<file path="config.mk">
export PLATFORM = sky130hd
export DESIGN_NAME = ltc_fifo
export DESIGN_NICKNAME = d
export VERILOG_FILES = /design/src/ltc_pkg.sv /design/src/ltc_fifo.sv
export SDC_FILE = /design/constraint.sdc
export NUM_CORES = 1
export LEC_CHECK = 0
export ABC_AREA = 1
export BUFFER_PORTS_ARGS = -buffer_cell sky130_fd_sc_hd__buf_2
export CAP_MARGIN = 20
export CELL_PAD_IN_SITES_DETAIL_PLACEMENT = 2
export CELL_PAD_IN_SITES_GLOBAL_PLACEMENT = 2
export CORE_ASPECT_RATIO = 1.5
export CORE_MARGIN = 2
export CORE_UTILIZATION = 32
export CTS_BUF_LIST = sky130_fd_sc_hd__clkbuf_4
export DETAILED_ROUTE_END_ITERATION = 8
export PLACE_DENSITY_LB_ADDON = 0.1
export SLEW_MARGIN = 0
export SYNTH_ARGS = -nofsm -noshare
export SYNTH_HDL_FRONTEND = slang
export SYNTH_SLANG_ARGS = --single-unit
</file>
<file path="constraint.sdc">
create_clock -name clk -period 3.5 [get_ports clk]
set_clock_uncertainty 0.15 [all_clocks]
set_input_delay 0.525 -clock clk [delete_from_list [all_inputs] [get_ports clk]]
set_output_delay 0.525 -clock clk [all_outputs]
set_load 0.005 [all_outputs]
</file>
<file path="src/ltc_pkg.sv">
`timescale 1ns / 1ps
`default_nettype none
package ltc_pkg;
	typedef enum logic [2:0] {
		REQ_GET    = 3'd0,
		REQ_INSERT = 3'd1,
		REQ_REMOVE = 3'd2,
		REQ_READY  = 3'd3,
		REQ_ERROR  = 3'd4,
		REQ_QUERY  = 3'd5,
		REQ_CLEAR  = 3'd6,
		REQ_NONE   = 3'd7
	} req_t;

	typedef enum logic [1:0] {
		ST_OK       = 2'd0,
		ST_NOTFOUND = 2'd1,
		ST_NOTREADY = 2'd2
	} status_t;

	localparam logic [1:0] ES_NOT_READY = 2'd0;
	localparam logic [1:0] ES_READY     = 2'd1;
	localparam logic [1:0] ES_ERROR     = 2'd2;

	localparam int TAG_W   = 53;
	localparam int STAMP_W = 64;
	localparam logic [6:0] CAP_RESET = 7'd50;

	typedef struct packed {
		logic [2:0]  req_type;
		logic [23:0] tile_x;
		logic [23:0] tile_y;
		logic [4:0]  tile_zoom;
	} req_item_t;

	typedef struct packed {
		logic [1:0]  status;
		logic [1:0]  entry_state;
		logic [5:0]  slot_index;
		logic        evicted_valid;
		logic [23:0] evicted_x;
		logic [23:0] evicted_y;
		logic [4:0]  evicted_zoom;
		logic [6:0]  entry_count;
	} rsp_item_t;

	typedef enum logic [2:0] {
		BK_IDLE,
		BK_SCAN,
		BK_WAIT,
		BK_ACT,
		BK_LAST,
		BK_DONE
	} bk_state_t;
endpackage
`default_nettype wire

</file>
<file path="src/ltc_fifo.sv">
`timescale 1ns / 1ps
`default_nettype none
module ltc_fifo (
	input  wire logic               clk,
	input  wire logic               arst_n,
	input  wire logic               in_valid,
	output      logic               in_ready,
	input  wire ltc_pkg::req_item_t in_data,
	output      logic               out_valid,
	input  wire logic               out_ready,
	output      ltc_pkg::req_item_t out_data
);
	ltc_pkg::req_item_t buf_q [2];
	logic       wptr_q, rptr_q;
	logic [1:0] cnt_q;
	logic       push, pop;

	assign in_ready  = (cnt_q != 2'd2);
	assign out_valid = (cnt_q != 2'd0);
	assign out_data  = buf_q[rptr_q];
	assign push      = in_valid && in_ready;
	assign pop       = out_valid && out_ready;

	always_ff @(posedge clk) begin
		if (push) begin
			buf_q[wptr_q] <= in_data;
		end
	end

	always_ff @(posedge clk or negedge arst_n) begin
		if (!arst_n) begin
			wptr_q <= 1'b0;
			rptr_q <= 1'b0;
			cnt_q  <= 2'd0;
		end else begin
			if (push) wptr_q <= ~wptr_q;
			if (pop) rptr_q <= ~rptr_q;
			cnt_q <= cnt_q + {1'b0, push} - {1'b0, pop};
		end
	end
endmodule
`default_nettype wire

</file>
==> metrics.csv, run 1 <==
stage,metric,value,unit
final_layout,"commonest non-fill, non-tap cell in the layout",nand2_1,
power_and_ir_drop,Max rail drop VDD,0.347,mV
critical_path,r2r setup slk,1.56,ns
logic_synthesis,synth unique cells,10,
timing,FMAX,403,MHz
timing,Final min period,2.48,ns
timing,Rel. slew slack,52.8,%
route,vias per cell,4.52,
logic_synthesis,Syn Inst Count,324,
clock_tree,clock-pin slew on the worst setup and hold paths,0.10,ns
floorplan,Ports,118,
global_routing,grt total ovfl,0,
route,met1 WL,3750,um
critical_path,CP Class,flip-flop to primary output,
timing,RSZ-0062 raised after global routing,false,
global_routing,pin count of the biggest net entering global routing,58,
clock_tree,CTS tree,built,
critical_path,biggest fanout along the worst timing path,34,
route,Top Metal Used,met4,
worst_hold_path,hold crit path type,input port to flip-flop,
final_layout,# nets final,532,
route,detailed-route wire length,10000,um
timing,setup ws final,1.02,ns
timing,setup_tns,0,ns
clock_tree,H-tree depth,4,
placed_design,# placed instances,591,
route,DR WL/cell,15.6,um
logic_synthesis,"Cell Area, Synth",0.00429,mm^2
placed_design,placer congestion estimate,0.643,
logic_synthesis,Synth Warn #,0,
floorplan,Die Area,0.0144,mm^2
floorplan,Initial Util,33.0,%
route,DR pass1 iterations,4,
critical_path,crit path DAT,1.81,ns
critical_path,Worst Setup End Kind,primary output,
global_routing,initial antenna violation count,1,
floorplan,Die W,98.6,um
clock_tree,Inserted Clock Buffers,17,
final_layout,Post-Layout Cell Count,643,
critical_path,CP max-delay cell,dfrtp_2,
global_routing,aggregate global-route resource usage,14.6,%
logic_synthesis,syn avg cell area,13.2,um^2
route,DR WL met3,567,um
power_and_ir_drop,PwrDens,768,mW/mm^2
timing,Hold Slack,0.0663,ns
route,DRC violations left,0,
floorplan,die height,146,um
outcome,status,"finished, final reports clean",
placed_design,DP Worst Slack,1.22,ns
critical_path,CP most frequent cell,nand2_1,
route,DRT iter0 DRCs,99,
final_layout,"commonest non-fill, non-tap cells in the layout","nand2_1 (181), buf_2 (117), edfxtp_1 (112)",
final_layout,Area Overhead vs Synth,28.8,%
global_routing,first-pass GRT wire length,15800,um
timing,"Slew Viols, Final",0,
critical_path,worst path required time,2.82,ns
final_layout,share of cells above drive strength 1,32.3,%
floorplan,core footprint,0.0130,mm^2
timing,Slew @ Worst Pin,0.707,ns
route,detailed-route via count,2906,
clock_tree,clock root cell,clkbuf_4,
power_and_ir_drop,static leakage,2.41,nW
clock_tree,CTS max path bufs,2,
placed_design,DP Wirelength,6530,um
timing,final setup vio count,0,
floorplan,row cnt,51,
critical_path,CP Cell Sequence,inv_2 -> buf_12 -> nand2_1 -> nand2_1 -> buf_2,
critical_path,max incr delay on CP,0.42,ns
critical_path,Worst setup SP type,flip-flop,
clock_tree,post-cts resize count,0,
logic_synthesis,post-synthesis sequential area ratio,80.7,%
route,ANT nets after route,0,
clock_tree,clock sink count,116,
final_layout,fin util,42.5,%
logic_synthesis,"FF+latch count, synth",116,
flow_run,max_cap viols,0,
clock_tree,latest clock arrival within the worst-skew pair,0.49,ns
logic_synthesis,Synth Net Count,386,
placed_design,PortBufs,117,
global_routing,vias in the first global route,3186,
route,WL met2,5540,um
timing,period utilization,70.9,%
timing,Final Hold Viols,0,
==> power by group <==
part / internal (W) / switching, W / total (W)
logic: 0.000495 / 0.000864 / 0.00136
clock network: 0.000436 / 0.000477 / 0.000913
registers: 0.00189 / 0.0000809 / 0.00197
==> synth_stat cells, drive strengths merged <==
cell type  count  share of area (%)
buf           12                1.7
dfrtp          4                2.3
edfxtp       112                 78
ha             2               0.58
inv            9               0.79
nand2        181                 16
nand3          3               0.35
nor2           1              0.087
==> final timing paths <==
check / from / endpoint / cells past startpoint
max reg2reg: cnt_q[1] / buf_q[0][40] / 4
max in group asynchronous: arst_n / rptr_q / 2
min reg2reg: wptr_q / wptr_q / 2
min: in_data[53] / buf_q[1][53] / 1
min in group asynchronous: arst_n / wptr_q / 2
max: rptr_q / out_data[2] / 5
==> critical path: cells and delay by family, from the launching register on <==
family | cells | cell delay (ns)
buffers and inverters | 3 | 0.72
DFF | 1 | 0.42
and+or+nand+nor | 2 | 0.16
==> sequential cells by signal, indices dropped and copies added (netlist names) <==
register	count
buf_q	112
rptr_q	1
cnt_q	2
wptr_q	1
==> kinds of logic (layout without fill, tap and decap cells) <==
family	Yosys count	after routing	share of synthesized area, %
buf+inv	21	180	2.48
other cells	0	1	0
flops	116	116	80.7
fa+ha+maj	2	2	0.583
simple gates	185	185	16.3
==> layer usage <==
metal,GRT usage (%),up-vias
met4,6.23,0
met3,5.62,18
li1,-,1378
met5,0,-
met2,26.5,83
met1,14.8,1427
==> through the flow <==
stage	instance area (um^2)	total power, W
finish	5530	0.00425
global route	5530	0.00460
CTS	5340	0.00433
detailed placement	5060	0.00340
global placement	5060	0.00334
floorplan	4300	0.00274
==> cell type report <==
class | instances | area, um^2
diodes | 1 | 2.50
clock buffers | 20 | 150
clock inverters | 12 | 114
fillers | 1389 | 7490
inverters | 9 | 33.8
multi-input cells | 187 | 731
flip-flops and latches | 116 | 3460
well taps | 159 | 199
repair buffers | 139 | 833
==> timing repair <==
action | in CTS | in global routing
buffers inserted | 0 | 0
hold buffers | 1 | 17
hold endpoints to repair | 4 | 30
No activity file was read; power rests on OpenSTA's default activity.
==> inputs of run 2 (changes only) <==
- clock period: 3.5 -> 2.2 ns (I/O delays scaled with it)
==> run 2 against run 1 <==
Register-to-register slack worse by 1.1 ns. Worst setup slack got worse by 0.89 ns. Hold slack improved by 0.27 ns. First-iteration DRC count grew 34%. Largest cell class unchanged.
==> metrics.csv, run 2 (synthesis results as in run 1) <==
stage,metric,value,unit,change
outcome,status,"finished, final reports clean",,unchanged
final_layout,"Most flops, register",buf_q,,unchanged
final_layout,Area Overhead vs Synth,41.4,%,was 28.8%
floorplan,row cnt,51,,unchanged
final_layout,share of cells above drive strength 1,29.7,%,was 32.3%
global_routing,aggregate global-route resource usage,16.1,%,was 14.6%
final_layout,max FFs per register,112,,unchanged
timing,Rel. slew slack,75.9,%,was 52.8%
floorplan,die height,146,um,unchanged
route,DRT iter0 DRCs,133,,was 99
timing,Final min period,2.07,ns,
power_and_ir_drop,PwrDens,1200,mW/mm^2,was 768 mW/mm^2
worst_hold_path,hold crit path type,flip-flop to flip-flop,,was input port to flip-flop
final_layout,Post-Layout Cell Count,687,,was 643
global_routing,first-pass GRT wire length,17600,um,was 15800 um
final_layout,# nets final,578,,was 532
critical_path,CP most frequent cell,nand2_1,,unchanged
clock_tree,Inserted Clock Buffers,17,,unchanged
power_and_ir_drop,static leakage,2.63,nW,was 2.41 nW
critical_path,CP Class,flip-flop to primary output,,unchanged
route,DR pass1 iterations,4,,unchanged
global_routing,vias in the first global route,3432,,was 3186
critical_path,worst path required time,1.72,ns,was 2.82 ns
timing,"Slew Viols, Final",0,,unchanged
critical_path,CP Cell Sequence,inv_6 -> buf_12 -> nand2_1 -> nand2_1 -> buf_2,,was inv_2 -> buf_12 -> nand2_1 -> nand2_1 -> buf_2
floorplan,core footprint,0.0130,mm^2,unchanged
clock_tree,H-tree depth,4,,unchanged
placed_design,PortBufs,117,,unchanged
power_and_ir_drop,Max rail drop VDD,0.514,mV,was 0.347 mV
critical_path,max incr delay on CP,0.46,ns,was 0.42 ns
final_layout,top flop regs,"buf_q x112, cnt_q x2",,unchanged
route,DR WL/cell,15.8,um,was 15.6 um
clock_tree,latest clock arrival within the worst-skew pair,0.49,ns,about the same
route,detailed-route via count,3037,,was 2906
clock_tree,clock root cell,clkbuf_4,,unchanged
critical_path,CP max-delay cell,dfrtp_2,,unchanged
placed_design,DP Wirelength,7010,um,was 6530 um
timing,RSZ-0062 raised after global routing,true,,was false
critical_path,Worst Setup End Kind,primary output,,unchanged
timing,final setup vio count,0,,unchanged
route,DRC violations left,0,,unchanged
clock_tree,clock sink count,116,,unchanged
floorplan,Die W,98.6,um,unchanged
final_layout,Fillers,1308,,was 1389
final_layout,"commonest non-fill, non-tap cells in the layout","nand2_1 (181), buf_2 (117), edfxtp_1 (112)",,unchanged
timing,Slew @ Worst Pin,0.361,ns,was 0.707 ns
critical_path,crit path DAT,1.59,ns,was 1.81 ns
route,vias per cell,4.42,,was 4.52
clock_tree,clock-pin slew on the worst setup and hold paths,0.09,ns,was 0.10 ns
timing,Final Hold Viols,0,,unchanged
global_routing,initial antenna violation count,0,,was 1
floorplan,Die Area,0.0144,mm^2,unchanged
global_routing,pin count of the biggest net entering global routing,57,,was 58
floorplan,Initial Util,33.0,%,unchanged
final_layout,number of diodes,0,,was 1
critical_path,biggest fanout along the worst timing path,24,,was 34
route,ANT nets after route,0,,unchanged
placed_design,# placed instances,596,,was 591
route,detailed-route wire length,10800,um,was 10000 um
placed_design,placer congestion estimate,0.729,,was 0.643
floorplan,Ports,118,,unchanged
clock_tree,"Setup Fix Bufs, Post-CTS",0,,unchanged
final_layout,"commonest non-fill, non-tap cell in the layout",nand2_1,,unchanged
critical_path,Worst setup SP type,flip-flop,,unchanged
global_routing,grt total ovfl,0,,unchanged
power_and_ir_drop,Tot Pwr,0.00727,W,was 0.00425 W
timing,period utilization,94.2,%,
clock_tree,CTS tree,built,,unchanged
timing,FMAX,483,MHz,
clock_tree,CTS max path bufs,2,,unchanged
flow_run,max_cap viols,0,,unchanged
run 2: changes by cell type in the layout (fill, tap and decap cells not counted), sizes merged:
cell / change
clkinv: -1
clkbuf: -2
buf: +4
dlygate4sd3: +42
diode: -1
inv: -1
bufinv: +3
run 2: routing by layer:
layer / wire length, um / up-vias / track usage [%]
met2: 6000 / 81 / 28.9
met1: 4250 / 1466 / 17.9
met5: 0 / - / 0
met3: 373 / 19 / 4.42
met4: 200 / 0 / 5.89
li1: - / 1471 / -
run 2: layout make-up:
class                      count  area (um^2)  share of cell area [%]
timing repair buffer         185         1310                    21.5
sequential                   116         3460                    57.1
multi-input combinational    187          731                    12.0
tap                          159          199                    3.28
inverter                       9         42.5                   0.701
clock inverter                13          189                    3.11
clock buffer                  18          135                    2.23
run 2: timing repair:
action	CTS	global route
resized for setup	2	3
pin swaps	0	0
hold buffers	60	0
endpoints found under the hold margin	118	0
endpoints found under the setup margin	41	32
run 2: worst paths after layout:
check | from | endpoint | slack (ns) | cells after the start
hold / removal | wptr_q | wptr_q | 0.34 | 2
hold reg to reg | wptr_q | wptr_q | 0.34 | 2
min in group asynchronous | arst_n | rptr_q | 0.60 | 3
max in group asynchronous | arst_n | rptr_q | 1.10 | 3
setup / recovery | rptr_q | out_data[0] | 0.13 | 5
setup reg to reg | cnt_q[0] | buf_q[0][11] | 0.46 | 5
run 2: worst max-delay path: cells and delay by family (launching register included):
family                 cells  cell delay [ns]
and+or+nand+nor            2             0.17
buffers and inverters      3             0.46
DFF                        1             0.46
run 2: report_power, final:
part | internal, W | switching [W] | total, W | leakage (nW)
clock | 0.00100 | 0.000764 | 0.00177 | 0.174
combinational | 0.000917 | 0.00144 | 0.00235 | 1.37
sequential | 0.00301 | 0.000141 | 0.00315 | 1.09
run 2: stage by stage:
step / TNS, ns / util [%] / cell area (um^2) / worst slack (ns) / hold slack (ns)
after floorplan: 0 / - / 4300 / 0.195 / -0.116
after global placement: 0 / 39.4 / 5130 / 0.462 / 0.00289
after detailed placement: 0 / 39.4 / 5130 / 0.449 / 0.00720
after CTS: 0 / 46.5 / 6060 / 0.0162 / 0.330
after global routing: -0.0387 / 46.6 / 6070 / -0.0187 / 0.329
final: 0 / 46.6 / 6070 / 0.129 / 0.338
==> inputs of run 3 (changes only) <==
- CORE_UTILIZATION: 32 -> 38
- clock period: 2.2 -> 2.5 ns (I/O delays scaled with it)
==> run 3 against run 2 <==
Hold slack worse by 0.28 ns. Power decreased by 11%. Core utilization rose by 7.9 points. Sequential share of layout area is 0.47 points higher. Sequential cell count unchanged. Clock-buffer cell count decreased by 1. Non-clock buffer count is 2 lower. Combinational power fell by 11%. Cell count decreased by 1.9%. Clock power decreased by 14%. Die area shrank 15%.
==> metrics.csv, run 3 (synthesis results as in run 1) <==
stage,metric,value,unit,change
power_and_ir_drop,static leakage,2.62,nW,was 2.63 nW
global_routing,initial antenna violation count,0,,unchanged
worst_hold_path,min-delay src,in_valid,,was wptr_q
placed_design,DP Wirelength,7630,um,was 7010 um
final_layout,"commonest non-fill, non-tap cell in the layout",nand2_1,,unchanged
critical_path,crit path DAT,1.83,ns,was 1.59 ns
critical_path,FF-to-FF Start,cnt_q[1],,was cnt_q[0]
power_and_ir_drop,net switching power,0.00222,W,was 0.00234 W
power_and_ir_drop,Comb power frac,32.3,%,was 32.4%
power_and_ir_drop,Tot Pwr,0.00645,W,was 0.00727 W
route,WL met2,7310,um,was 6000 um
route,detailed-route via count,3118,,was 3037
global_routing,grt total ovfl,0,,unchanged
final_layout,top flop regs,"buf_q x112, cnt_q x2",,unchanged
power_and_ir_drop,clock power share,23.6,%,was 24.3%
timing,period utilization,94.3,%,
clock_tree,H-tree depth,4,,unchanged
critical_path,CP Cell Sequence,inv_6 -> buf_12 -> nand2_1 -> nand2_1 -> buf_2,,unchanged
critical_path,Worst Setup End Kind,primary output,,unchanged
final_layout,max FFs per register,112,,unchanged
route,ANT nets after route,0,,unchanged
floorplan,die height,134,um,was 146 um
route,DRT iter0 DRCs,77,,was 133
placed_design,Placed Area,0.00510,mm^2,was 0.00513 mm^2
global_routing,aggregate global-route resource usage,22.1,%,was 16.1%
clock_tree,CTS max path bufs,2,,unchanged
critical_path,r2r setup slk,0.64,ns,was 0.46 ns
clock_tree,Inserted Clock Buffers,17,,unchanged
route,DRC violations left,0,,unchanged
critical_path,Worst setup SP type,flip-flop,,unchanged
worst_hold_path,hold path endpoint,wptr_q,,unchanged
floorplan,row cnt,47,,was 51
power_and_ir_drop,Net Sw Frac,34.5,%,was 32.2%
critical_path,Critical Path Start,rptr_q,,unchanged
timing,"Slew Viols, Final",0,,unchanged
power_and_ir_drop,Max rail drop VDD,0.552,mV,was 0.514 mV
clock_tree,clock root cell,clkbuf_4,,unchanged
global_routing,vias in the first global route,3641,,was 3432
route,detailed-route wire length,12600,um,was 10800 um
power_and_ir_drop,register share of total power,44.1,%,was 43.3%
floorplan,Ports,118,,unchanged
timing,RSZ-0062 raised after global routing,true,,unchanged
critical_path,Reg2Reg Depth,4,,was 5
timing,Final min period,2.36,ns,
clock_tree,"Setup Fix Bufs, Post-CTS",0,,unchanged
global_routing,pin count of the biggest net entering global routing,38,,was 57
critical_path,CP max-delay cell,dfrtp_4,,was dfrtp_2
final_layout,area of the multi-input gates,731,um^2,unchanged
global_routing,first-pass GRT wire length,19900,um,was 17600 um
floorplan,Initial Util,38.8,%,was 33.0%
clock_tree,clock-pin slew on the worst setup and hold paths,0.10,ns,was 0.09 ns
timing,Final Hold Viols,0,,unchanged
final_layout,fin util,54.5,%,was 46.6%
critical_path,CP most frequent cell,nand2_1,,unchanged
route,met1 WL,4560,um,was 4250 um
power_and_ir_drop,PwrDens,1070,mW/mm^2,was 1200 mW/mm^2
clock_tree,latest clock arrival within the worst-skew pair,0.50,ns,was 0.49 ns
final_layout,post-route cell area,0.00602,mm^2,was 0.00607 mm^2
critical_path,family with the most delay on the worst path,flip-flops,,unchanged
final_layout,Fillers,1093,,was 1308
flow_run,max_cap viols,0,,unchanged
floorplan,core footprint,0.0111,mm^2,was 0.0130 mm^2
final_layout,Area Overhead vs Synth,40.3,%,was 41.4%
power_and_ir_drop,internal power,0.00423,W,was 0.00493 W
route,vias per cell,4.63,,was 4.42
final_layout,number of diodes,0,,unchanged
final_layout,# nets final,576,,was 578
critical_path,biggest fanout along the worst timing path,24,,unchanged
critical_path,Buf/Inv on CP,3,,unchanged
timing,Rel. slew slack,61.8,%,was 75.9%
timing,FMAX,424,MHz,
timing,final setup vio count,0,,unchanged
timing,Slew @ Worst Pin,0.571,ns,was 0.361 ns
floorplan,Die Area,0.0122,mm^2,was 0.0144 mm^2
critical_path,max incr delay on CP,0.62,ns,was 0.46 ns
final_layout,register area,0.00347,mm^2,was 0.00346 mm^2
critical_path,worst path required time,1.98,ns,was 1.72 ns
critical_path,Crit Reg-Reg Endpoint,buf_q[1][49],,was buf_q[0][11]
floorplan,Die W,90.8,um,was 98.6 um
outcome,status,"finished, final reports clean",,unchanged
timing,Hold Slack,0.0601,ns,was 0.338 ns
route,DR WL met3,494,um,was 373 um
final_layout,"Most flops, register",buf_q,,unchanged
route,DR WL/cell,18.7,um,was 15.8 um
route,Top Metal Used,met4,,unchanged
critical_path,CP Class,flip-flop to primary output,,unchanged
clock_tree,CTS tree,built,,unchanged
placed_design,PortBufs,117,,unchanged
clock_tree,clock sink count,116,,unchanged
route,DR pass1 iterations,4,,unchanged
final_layout,share of cells above drive strength 1,30.2,%,was 29.7%
worst_hold_path,hold crit path type,input port to flip-flop,,was flip-flop to flip-flop
worst_hold_path,Hold Path Cell Cnt,3,,was 2
placed_design,placer congestion estimate,0.689,,was 0.729
final_layout,"commonest non-fill, non-tap cells in the layout","nand2_1 (181), buf_2 (117), edfxtp_1 (112)",,unchanged
==> run 3: changes by cell type in the layout (fill, tap and decap cells not counted), sizes merged <==
cell / delta
clkinvlp: +1
inv: +1
bufinv: -1
buf: -1
clkbuf: -1
dlygate4sd3: -1
clkinv: +1
==> run 3: worst register-to-register path: cells and delay by family (launching register included) <==
kind	cells	cell delay [ns]
AND/OR/NAND/NOR	3	0.74
flip-flops	1	0.41
buffers and inverters	1	0.26
==> run 3: per-stage QoR <==
| step | setup TNS, ns | instances | setup WS, ns |
|---|---|---|---|
| 6_report | 0 | 674 | 0.142 |
| 5_1_grt | -0.0000147 | 674 | -0.0000147 |
| 4_1_cts | 0 | 674 | 0.0186 |
| 3_5_place_dp | 0 | 583 | 0.481 |
| 3_3_place_gp | 0 | 583 | 0.570 |
| 2_1_floorplan | 0 | 324 | 0.260 |
==> run 3: worst max-delay path by stage <==
stage                   endpoint  slack (ns)  depth (start not counted)
floorplan            buf_q[0][0]        0.26                          3
global placement    out_data[35]        0.57                          4
detailed placement  out_data[28]        0.48                          4
CTS                 out_data[28]        0.02                          4
global route        out_data[28]    -0.00001                          4
finish               out_data[4]        0.14                          5
==> run 3: power by group through the flow <==
stage | combinational, W | clock (W) | sequential (W)
after CTS | 0.00209 | 0.00155 | 0.00284
final | 0.00209 | 0.00152 | 0.00284
after detailed placement | 0.00198 | 0 | 0.00287
after global placement | 0.00188 | 0 | 0.00283
after floorplan | 0.00105 | 0 | 0.00279
after global routing | 0.00235 | 0.00163 | 0.00289
==> run 3: repair_timing <==
item,4_1_cts,5_1_grt
endpoints found under the setup margin,49,16
resized for setup,3,2
endpoints found under the hold margin,117,0
hold buffers,59,0
==> run 3: area by class of cell <==
cell class / count / share of cell area, %
clock buffers: 17 / 2.12
clock inverters: 15 / 3.14
inverters: 9 / 0.644
multi-input cells: 187 / 12.1
flip-flops and latches: 116 / 57.6
well taps: 147 / 3.05
repair buffers: 183 / 21.4
==> run 3: per-layer routing <==
layer / vias up / track usage (%)
met1: 1552 / 22.7
met2: 85 / 42.6
met3: 14 / 5.79
met5: - / 0
met4: 0 / 8.08
li1: 1467 / -
